===== src/sv/page_replacement_policy_engine_assert.svh =====
// Assertion helpers for the page replacement engine.
`ifndef PAGE_REPLACEMENT_POLICY_ENGINE_ASSERT_SVH
`define PAGE_REPLACEMENT_POLICY_ENGINE_ASSERT_SVH

// Same-cycle implication, checked out of reset.
`define PRPE_ASSERT_NOW(lbl, ante, cons) \
    lbl: assert property (@(posedge aclk) disable iff (!aresetn) (ante) |-> (cons)) \
        else $error("prpe assertion failed");

// Next-cycle implication, checked out of reset.
`define PRPE_ASSERT_NEXT(lbl, ante, cons) \
    lbl: assert property (@(posedge aclk) disable iff (!aresetn) (ante) |=> (cons)) \
        else $error("prpe assertion failed");

`endif


===== src/sv/prpe_pkg.sv =====
`default_nettype none
package prpe_pkg;

    localparam int FRAMES_DEF = 16;

    localparam logic [2:0] POL_FIFO   = 3'd0;
    localparam logic [2:0] POL_LRU    = 3'd1;
    localparam logic [2:0] POL_AGING  = 3'd2;
    localparam logic [2:0] POL_SECOND = 3'd3;
    localparam logic [2:0] POL_LFU    = 3'd4;
    localparam logic [2:0] POL_MFU    = 3'd5;

    localparam logic [2:0] REG_POLICY = 3'd0;
    localparam logic [2:0] REG_FRAMES = 3'd4;

    localparam logic [4:0]  FRAMES_RESET = 5'd16;
    localparam logic [15:0] CNT_MAX      = 16'hFFFF;

    typedef struct packed {
        logic [7:0]  page;
        logic        rbit;
        logic [15:0] hist;
        logic [15:0] cnt;
        logic [31:0] stamp;
    } entry_t;

    typedef enum logic [2:0] {
        OP_NONE,
        OP_ROTATE,   // shift down from index, op entry lands at tail
        OP_APPEND,   // write at occupancy, grow by one
        OP_SET_REF,
        OP_BUMP,     // saturating count increment plus new stamp
        OP_AGE
    } op_kind_t;

    typedef struct packed {
        op_kind_t kind;
        entry_t   data;
    } store_op_t;

endpackage
`default_nettype wire


===== src/sv/page_replacement_policy_engine.sv =====
// Sequence: a hit passes through SEARCH, HIT, AGE and DONE. A fault passes through SEARCH
//   (skipped when the list is empty), MISS, then SCAN (aging/LFU/MFU) or SECOND (second chance)
//   when it evicts, FILL, AGE and DONE. SEARCH compares frames in order up to the hit or the occupancy.
// Throughput: one item at a time; the next item is accepted only after the result is loaded.
// Reset: synchronous active-low aresetn empties the list, zeroes the access clock and sets
//   policy to FIFO and frames_in_use to 16. No clearing pass.
`default_nettype none
`include "page_replacement_policy_engine_assert.svh"
module page_replacement_policy_engine #(
    parameter int FRAMES = prpe_pkg::FRAMES_DEF
) (
    input  wire logic        aclk,
    input  wire logic        aresetn,
    // config port
    input  wire logic        psel,
    input  wire logic        penable,
    input  wire logic        pwrite,
    input  wire logic [2:0]  paddr,
    input  wire logic [31:0] pwdata,
    output logic      [31:0] prdata,
    output logic             pready,
    // page references
    input  wire logic        s_tvalid,
    output logic             s_tready,
    input  wire logic [7:0]  s_tdata,   // [7:0] page_id
    // results
    output logic             m_tvalid,
    input  wire logic        m_tready,
    output logic      [15:0] m_tdata    // [0] fault, [1] evicted, [9:2] evicted_page,
                                        // [14:10] resident_count, [15] zero
);
    localparam int IW = (FRAMES > 1) ? $clog2(FRAMES) : 1;
    localparam int CW = $clog2(FRAMES + 1);
    localparam int LW = (CW > 5) ? CW : 5;

    typedef enum logic [8:0] {
        S_IDLE   = 9'b000000001,
        S_SEARCH = 9'b000000010,
        S_HIT    = 9'b000000100,
        S_MISS   = 9'b000001000,
        S_SCAN   = 9'b000010000,
        S_SECOND = 9'b000100000,
        S_FILL   = 9'b001000000,
        S_AGE    = 9'b010000000,
        S_DONE   = 9'b100000000
    } state_t;

    state_t state_reg, state_next;

    // config registers
    logic [2:0] policy_reg;
    logic [4:0] fiu_reg;
    logic       cfg_wr;

    assign pready = 1'b1;
    assign cfg_wr = psel && penable && pwrite;

    always_ff @(posedge aclk) begin
        if (!aresetn) begin
            policy_reg <= prpe_pkg::POL_FIFO;
            fiu_reg    <= prpe_pkg::FRAMES_RESET;
        end else if (cfg_wr) begin
            if (paddr[2]) fiu_reg <= pwdata[4:0];
            else          policy_reg <= pwdata[2:0];
        end
    end

    assign prdata = paddr[2] ? {27'd0, fiu_reg} : {29'd0, policy_reg};

    // per-item working registers
    logic [7:0]    pg_reg;
    logic [2:0]    pol_reg;
    logic [CW-1:0] limit_reg;
    logic [31:0]   clock_reg;
    logic [IW-1:0] idx_reg, idx_next;
    logic [IW-1:0] best_idx_reg, best_idx_next;
    prpe_pkg::entry_t best_reg, best_next;
    prpe_pkg::entry_t hold_reg, hold_next;
    logic [CW-1:0] rot_reg, rot_next;
    logic          fault_reg, fault_next;
    logic          ev_reg, ev_next;
    logic [7:0]    evp_reg, evp_next;

    // result register
    logic          m_valid_reg;
    logic [15:0]   m_data_reg;

    // store interface
    prpe_pkg::store_op_t op;
    logic [IW-1:0]       op_idx;
    logic [IW-1:0]       rd_idx;
    prpe_pkg::entry_t    rd_entry;
    prpe_pkg::entry_t    head;
    prpe_pkg::entry_t    new_entry;
    logic [CW-1:0]       occ;
    logic                better;

    // limit clamp: 0 acts as 1, above FRAMES acts as FRAMES
    logic [LW-1:0] fiu_w;
    logic [LW-1:0] limit_w;
    assign fiu_w   = LW'(fiu_reg);
    assign limit_w = (fiu_w == '0) ? LW'(1) :
                     (fiu_w > LW'(FRAMES)) ? LW'(FRAMES) : fiu_w;

    logic          s_acc;
    logic          at_last;
    assign s_tready = (state_reg == S_IDLE);
    assign s_acc    = s_tvalid && s_tready;
    assign at_last  = (CW'(idx_reg) == occ - CW'(1));

    assign new_entry = '{page: pg_reg, rbit: 1'b1, hist: 16'd0, cnt: 16'd1,
                         stamp: clock_reg};

    // FILL reads the victim for its page number
    assign rd_idx = (state_reg == S_FILL) ? best_idx_reg : idx_reg;

    prpe_frame_store #(.FRAMES(FRAMES)) u_store (
        .aclk     (aclk),
        .aresetn  (aresetn),
        .op       (op),
        .op_idx   (op_idx),
        .rd_idx   (rd_idx),
        .rd_entry (rd_entry),
        .head     (head),
        .occ      (occ)
    );

    prpe_victim_cmp u_cmp (
        .pol    (pol_reg),
        .cand   (rd_entry),
        .best   (best_reg),
        .better (better)
    );

    // sequencer
    always_comb begin
        state_next    = state_reg;
        idx_next      = idx_reg;
        best_idx_next = best_idx_reg;
        best_next     = best_reg;
        hold_next     = hold_reg;
        rot_next      = rot_reg;
        fault_next    = fault_reg;
        ev_next       = ev_reg;
        evp_next      = evp_reg;
        op.kind       = prpe_pkg::OP_NONE;
        op.data       = new_entry;
        op_idx        = idx_reg;

        unique case (state_reg)
            S_IDLE: begin
                if (s_acc) begin
                    idx_next   = '0;
                    fault_next = 1'b0;
                    ev_next    = 1'b0;
                    evp_next   = 8'd0;
                    state_next = (occ == '0) ? S_MISS : S_SEARCH;
                end
            end
            S_SEARCH: begin
                // one frame compared per cycle
                if (rd_entry.page == pg_reg) begin
                    hold_next  = rd_entry;
                    state_next = S_HIT;
                end else if (at_last) begin
                    state_next = S_MISS;
                end else begin
                    idx_next = idx_reg + IW'(1);
                end
            end
            S_HIT: begin
                op_idx = idx_reg;
                unique case (pol_reg)
                    prpe_pkg::POL_LRU: begin
                        op.kind = prpe_pkg::OP_ROTATE;
                        op.data = hold_reg;
                    end
                    prpe_pkg::POL_AGING, prpe_pkg::POL_SECOND: op.kind = prpe_pkg::OP_SET_REF;
                    prpe_pkg::POL_LFU, prpe_pkg::POL_MFU:      op.kind = prpe_pkg::OP_BUMP;
                    default: ;
                endcase
                state_next = S_AGE;
            end
            S_MISS: begin
                fault_next    = 1'b1;
                best_idx_next = '0;
                best_next     = head;
                idx_next      = IW'(1);
                rot_next      = '0;
                if (occ >= limit_reg && occ != '0) begin
                    ev_next = 1'b1;
                    if (pol_reg == prpe_pkg::POL_SECOND) begin
                        state_next = S_SECOND;
                    end else if ((pol_reg == prpe_pkg::POL_AGING ||
                                  pol_reg == prpe_pkg::POL_LFU ||
                                  pol_reg == prpe_pkg::POL_MFU) && occ > CW'(1)) begin
                        state_next = S_SCAN;
                    end else begin
                        state_next = S_FILL;
                    end
                end else begin
                    state_next = S_FILL;
                end
            end
            S_SCAN: begin
                if (better) begin
                    best_idx_next = idx_reg;
                    best_next     = rd_entry;
                end
                if (at_last) state_next = S_FILL;
                else         idx_next   = idx_reg + IW'(1);
            end
            S_SECOND: begin
                // head with its bit set goes to the tail with the bit cleared
                if (rot_reg < occ && head.rbit) begin
                    op.kind      = prpe_pkg::OP_ROTATE;
                    op_idx       = '0;
                    op.data      = head;
                    op.data.rbit = 1'b0;
                    rot_next     = rot_reg + CW'(1);
                end else begin
                    best_idx_next = '0;
                    state_next    = S_FILL;
                end
            end
            S_FILL: begin
                // eviction plus append is one rotate from the victim
                if (ev_reg) begin
                    evp_next = rd_entry.page;
                    op.kind  = prpe_pkg::OP_ROTATE;
                    op_idx   = best_idx_reg;
                end else begin
                    op.kind = prpe_pkg::OP_APPEND;
                end
                state_next = S_AGE;
            end
            S_AGE: begin
                if (pol_reg == prpe_pkg::POL_AGING) op.kind = prpe_pkg::OP_AGE;
                state_next = S_DONE;
            end
            S_DONE: begin
                if (!m_valid_reg || m_tready) state_next = S_IDLE;
            end
            default: state_next = S_IDLE;
        endcase
    end

    always_ff @(posedge aclk) begin
        if (!aresetn) begin
            state_reg   <= S_IDLE;
            clock_reg   <= 32'd0;
            m_valid_reg <= 1'b0;
        end else begin
            state_reg <= state_next;
            if (s_acc) clock_reg <= clock_reg + 32'd1;
            if (state_reg == S_DONE && (!m_valid_reg || m_tready)) begin
                m_valid_reg <= 1'b1;
            end else if (m_tready) begin
                m_valid_reg <= 1'b0;
            end
        end
    end

    always_ff @(posedge aclk) begin
        idx_reg      <= idx_next;
        best_idx_reg <= best_idx_next;
        best_reg     <= best_next;
        hold_reg     <= hold_next;
        rot_reg      <= rot_next;
        fault_reg    <= fault_next;
        ev_reg       <= ev_next;
        evp_reg      <= evp_next;
        if (s_acc) begin
            pg_reg    <= s_tdata;
            pol_reg   <= (policy_reg <= prpe_pkg::POL_MFU) ? policy_reg : prpe_pkg::POL_FIFO;
            limit_reg <= CW'(limit_w);
        end
        if (state_reg == S_DONE && (!m_valid_reg || m_tready)) begin
            m_data_reg <= {1'b0, 5'(occ), evp_reg, ev_reg, fault_reg};
        end
    end

    assign m_tvalid = m_valid_reg;
    assign m_tdata  = m_data_reg;

    `PRPE_ASSERT_NOW(a_occ_bound, 1'b1, occ <= CW'(FRAMES))
    `PRPE_ASSERT_NOW(a_evict_needs_fault, m_tvalid, !m_tdata[1] || m_tdata[0])
    `PRPE_ASSERT_NOW(a_result_nonempty, m_tvalid, m_tdata[14:10] != 5'd0)
    `PRPE_ASSERT_NEXT(a_busy_after_accept, s_acc, !s_tready)
    `PRPE_ASSERT_NEXT(a_occ_step, 1'b1, occ == $past(occ) || occ == $past(occ) + CW'(1))
endmodule
`default_nettype wire


===== src/sv/prpe_victim_cmp.sv =====
`default_nettype none
// Shared compare unit: is the candidate a better victim than the current best?
module prpe_victim_cmp (
    input  wire logic [2:0]      pol,
    input  wire prpe_pkg::entry_t cand,
    input  wire prpe_pkg::entry_t best,
    output logic                 better
);
    logic [15:0] a;
    logic [15:0] b;
    logic        lt;
    logic        eq;
    logic        older;

    always_comb begin
        if (pol == prpe_pkg::POL_AGING) begin
            a = cand.hist;
            b = best.hist;
        end else begin
            a = cand.cnt;
            b = best.cnt;
        end
    end

    assign lt    = a < b;
    assign eq    = a == b;
    assign older = cand.stamp < best.stamp;

    always_comb begin
        unique case (pol)
            prpe_pkg::POL_AGING: better = lt;
            prpe_pkg::POL_LFU:   better = lt || (eq && older);
            prpe_pkg::POL_MFU:   better = (!lt && !eq) || (eq && older);
            default:             better = 1'b0;
        endcase
    end
endmodule
`default_nettype wire


===== src/sv/prpe_frame_store.sv =====
`default_nettype none
// Ordered frame list: head at index 0, occupancy entries valid.
module prpe_frame_store #(
    parameter int FRAMES = prpe_pkg::FRAMES_DEF
) (
    input  wire logic                              aclk,
    input  wire logic                              aresetn,
    input  wire prpe_pkg::store_op_t               op,
    input  wire logic [((FRAMES > 1) ? $clog2(FRAMES) : 1)-1:0] op_idx,
    input  wire logic [((FRAMES > 1) ? $clog2(FRAMES) : 1)-1:0] rd_idx,
    output prpe_pkg::entry_t                       rd_entry,
    output prpe_pkg::entry_t                       head,
    output logic [$clog2(FRAMES + 1)-1:0]          occ
);
    localparam int IW = (FRAMES > 1) ? $clog2(FRAMES) : 1;
    localparam int CW = $clog2(FRAMES + 1);

    prpe_pkg::entry_t       mem_reg [FRAMES];
    logic [CW-1:0]          occ_reg;

    assign rd_entry = mem_reg[rd_idx];
    assign head     = mem_reg[0];
    assign occ      = occ_reg;

    always_ff @(posedge aclk) begin
        if (!aresetn) begin
            occ_reg <= '0;
        end else if (op.kind == prpe_pkg::OP_APPEND) begin
            occ_reg <= occ_reg + CW'(1);
        end
    end

    always_ff @(posedge aclk) begin
        unique case (op.kind)
            prpe_pkg::OP_ROTATE: begin
                for (int k = 0; k < FRAMES; k++) begin
                    if (CW'(k) == occ_reg - CW'(1)) begin
                        mem_reg[k] <= op.data;
                    end else if (k < FRAMES - 1 && CW'(k) >= CW'(op_idx)
                                 && CW'(k) < occ_reg) begin
                        mem_reg[k] <= mem_reg[(k + 1) % FRAMES];
                    end
                end
            end
            prpe_pkg::OP_APPEND: mem_reg[occ_reg[IW-1:0]] <= op.data;
            prpe_pkg::OP_SET_REF: mem_reg[op_idx].rbit <= 1'b1;
            prpe_pkg::OP_BUMP: begin
                if (mem_reg[op_idx].cnt != prpe_pkg::CNT_MAX) begin
                    mem_reg[op_idx].cnt <= mem_reg[op_idx].cnt + 16'd1;
                end
                mem_reg[op_idx].stamp <= op.data.stamp;
            end
            prpe_pkg::OP_AGE: begin
                for (int k = 0; k < FRAMES; k++) begin
                    if (CW'(k) < occ_reg) begin
                        mem_reg[k].hist <= {mem_reg[k].rbit, mem_reg[k].hist[15:1]};
                        mem_reg[k].rbit <= 1'b0;
                    end
                end
            end
            default: ;
        endcase
    end
endmodule
`default_nettype wire


===== config.mk =====
export PLATFORM = sky130hd
export DESIGN_NAME = page_replacement_policy_engine
export DESIGN_NICKNAME = d
export VERILOG_FILES = /design/src/sv/prpe_pkg.sv /design/src/sv/page_replacement_policy_engine.sv /design/src/sv/prpe_victim_cmp.sv /design/src/sv/prpe_frame_store.sv
export VERILOG_INCLUDE_DIRS = /design/src /design/src/sv
export SDC_FILE = /design/constraint.sdc
export NUM_CORES = 2
export LEC_CHECK = 0
export BUFFER_PORTS_ARGS = -buffer_cell sky130_fd_sc_hd__buf_4
export CELL_PAD_IN_SITES_DETAIL_PLACEMENT = 0
export CELL_PAD_IN_SITES_GLOBAL_PLACEMENT = 1
export CORE_MARGIN = 5
export CORE_UTILIZATION = 50
export DETAILED_ROUTE_END_ITERATION = 7
export PLACE_DENSITY_LB_ADDON = 0.1
export SLEW_MARGIN = 10
export SYNTH_ARGS = -nofsm -noshare
export SYNTH_HDL_FRONTEND = slang
export SYNTH_SLANG_ARGS = --single-unit

===== constraint.sdc =====
create_clock -name aclk -period 16.3 [get_ports aclk]
set_input_delay 3.26 -clock aclk [delete_from_list [all_inputs] [get_ports aclk]]
set_output_delay 3.26 -clock aclk [all_outputs]
set_load 0.05 [all_outputs]

==> metrics.yaml <==
sta:
  worst_pin_slew_ns: 1.34
  period_minus_slack_ns: 9.81
  finalClockSkew_ns: 0.0307
  period_share_pct: 60.2
  grt_setup_unrepaired: "no"
  fin_ws_ns: 6.49
  hold_viol: 0
  tns_ns: 0
  relSlewSlack_pct: 9.88
  setup_violations: 0
  clock.fmax_mhz: 102
  drv_slew: 0
setup_path:
  arrival_ns: 10.23
  critical-path-max-stage-delay_ns: 0.90
  rr_worst_depth: 24
  crit_path_end_kind: "flip-flop"
  crit_type: "reg2reg"
  critPathLaunch: "state_reg[7]$_SDFFE_PN0P_"
  reg2reg_to: "best_reg[37]$_DFFE_PP_"
  crit_chain: "or4_1 > o31ai_1 > and2_4 > buf_4 > buf_4 > nand2_1 > a311oi_1 > a311oi_1 > a31o_2 > inv_1 > nand2_1 > o21ai_0 > ha_1 > nand4_1 > nor3_1 > nand2_1 > a2111oi_0 > o211ai_1 > a21oi_1 > nor2_1 > o31ai_1 > a211o_1 > a21boi_4 > buf_4"
  cp_slowest_cell: "or4_1"
  reg2reg_slack_ns: 6.49
  crit_fanout: 64
  crit_required_ns: 16.73
  start_kind: "flip-flop"
  rr_startpoint: "state_reg[7]$_SDFFE_PN0P_"
yosys:
  seq_area_frac_synth_pct: 51.7
  synthArstFlopShare_pct: 0
  synth_top_flop_cell: "edfxtp_1"
  yosys.area.top_type: "edfxtp_1"
  yosysTopAreaCellShare_pct: 50.2
  ys_seq_elements: 1414
  syn_area_mm2: 0.0809
  yosys.cell_types.count: 101
  synth.avg_cell_area_um2: 8.76
  synth_warnings: 0
  ys_top_cells_by_area: "edfxtp_1, nand2_1, o21ai_0"
  synth_edf_count: 1351
  synthCells: 9231
flow_run:
  cap_violations: 0
grt:
  grt_use_total_pct: 36.9
  antenna_found_initial: 7
  grt_start_max_net_pins: 206
  grt_pass1_wl_um: 468000
  gr-total-overflow: 0
  grt_pass1_vias: 69149
cts:
  cts_tree: "built"
  post_cts_buffers: 0
  cts_max_level: 4
  cts_hold_buf: 0
  numCtsBuffers: 162
  clk_path_buf_depth: 3
  insertion_delay_ns: 0.84
  cts_resized: 0
  cts-root-buf: "clkbuf_16"
  clock_sinks: 1414
  clk_pin_slew_worst_paths_ns: 0.06
min_path:
  hold_path_end: "m_tdata[3]$_DFFE_PP_"
  hold_path_class: "reg2reg"
  hold_depth: 0
  min_from: "evp_reg[1]$_SDFFCE_PP0P_"
place:
  post-place-cells: 10884
  post-place-ws_ns: 6.66
  io_buffer_count: 42
  dp_hpwl_um: 188000
  dpl_cell_area_mm2: 0.0831
  gp_congestion: 0.951
run_status:
  violations: "DRC"
  status: "finished with violations"
floorplan:
  die_w_um: 412
  start_util_pct: 50.3
  dieArea_mm2: 0.170
  ios: 101
  core_mm2: 0.161
  row_count: 147
  die_h_um: 412
cells_and_area:
  most-common-layout-cells: "nand2_1, edfxtp_1, nor2_1"
  layoutNonFillerInstCount: 11183
  fin_util_pct: 54.8
  area_growth_pct: 9.02
  largest_reg_flops: 1168
  drive_gt1_share_pct: 8.49
  final_common_cell: "nand2_1"
  layout.nets: 9008
  finish.instance_area_mm2: 0.0882
route:
  wl_per_cell_um: 28.7
  drtIter0Drc: 11256
  route.vias.total: 73781
  drcViolationCount: 1
  wirelength_um: 321000
  via_per_inst: 6.60
  postRouteAntennaNets: 0
  drtPass1Iterations: 8
pwr:
  peakVddDrop_v: 0.000122
  p_per_area_mw_per_mm2: 114
  power.leakage_nw: 35.8
==> worst max-delay path: cells and delay by family, from the launching register on <==
family,cells,cell delay [ns]
AOI/OAI and AO/OA,11,3.77
adders and majority gates,1,0.18
buffers and inverters,4,2.32
DFF,1,0.37
and+or+nand+nor,8,2.36
==> per-stage QoR <==
step	power [mW]	hold WS, ns
5_1_grt	10.4	0.436
3_3_place_gp	6.46	0.407
3_5_place_dp	6.48	0.408
6_report	10.1	0.427
2_1_floorplan	5.68	0.400
4_1_cts	10.0	0.428
==> cells in the mapped netlist (37+ instances only) <==
| cell | count |
|---|---|
| nand2_1 | 2324 |
| buf_1 | 65 |
| o22ai_1 | 37 |
| and3_1 | 139 |
| edfxtp_1 | 1351 |
| buf_4 | 44 |
| mux2i_1 | 78 |
| and2_1 | 69 |
| o21ai_1 | 58 |
| nor3_1 | 42 |
| nand3_1 | 608 |
| mux2_2 | 47 |
| dfxtp_1 | 63 |
| clkbuf_1 | 633 |
| a21oi_1 | 501 |
| o21ai_0 | 885 |
| nor2_1 | 892 |
| a31oi_1 | 89 |
| nor2b_1 | 46 |
| o31ai_1 | 57 |
| buf_2 | 53 |
| a311oi_1 | 138 |
| a221oi_1 | 38 |
| ha_1 | 68 |
| xnor2_1 | 42 |
| inv_1 | 146 |
| a22o_1 | 53 |
| a211oi_1 | 180 |
==> layer usage <==
metal / vias up / GRT usage, % / share of wire (%)
li1: 32167 / - / -
met1: 35800 / 49.1 / 39
met2: 4880 / 56.9 / 44
met3: 932 / 9.01 / 12
met4: 2 / 17.2 / 5.4
met5: - / 0 / 0.0041
==> power breakdown <==
| group | internal (mW) | total [mW] | switching (mW) |
|---|---|---|---|
| sequential | 4.00 | 4.03 | 0.0282 |
| combinational | 0.711 | 2.46 | 1.75 |
| clock | 2.00 | 3.57 | 1.57 |
==> logic make-up after synthesis <==
logic type	share of synthesized area (%)
other	0.00929
AOI/OAI and AO/OA	17.4
muxes	1.62
DFF	51.7
adders and majority gates	1.05
and+or+nand+nor	22.6
buffers and inverters	4.99
xor gates and xnor gates	0.596
==> layout make-up <==
class	instances	area, µm²
Timing Repair Buffer	288	2260
Clock buffer	209	4370
Multi-Input combinational cell	6875	35800
Clock inverter	83	642
Antenna cell	5	12.5
Sequential cell	1414	41800
Tap cell	2160	2700
Fill cell	14658	72600
Inverter	149	559
==> worst max-delay path by stage <==
stage,slack (ns),endpoint,depth (start not counted)
2_1_floorplan,5.08,best_reg[0]$_DFFE_PP_,31
3_5_place_dp,6.66,best_reg[36]$_DFFE_PP_,24
3_3_place_gp,6.80,best_reg[52]$_DFFE_PP_,24
5_1_grt,5.83,best_reg[36]$_DFFE_PP_,25
6_report,6.49,best_reg[37]$_DFFE_PP_,24
4_1_cts,6.65,best_reg[37]$_DFFE_PP_,24
Note: power is estimated with default switching activity, not from simulation.
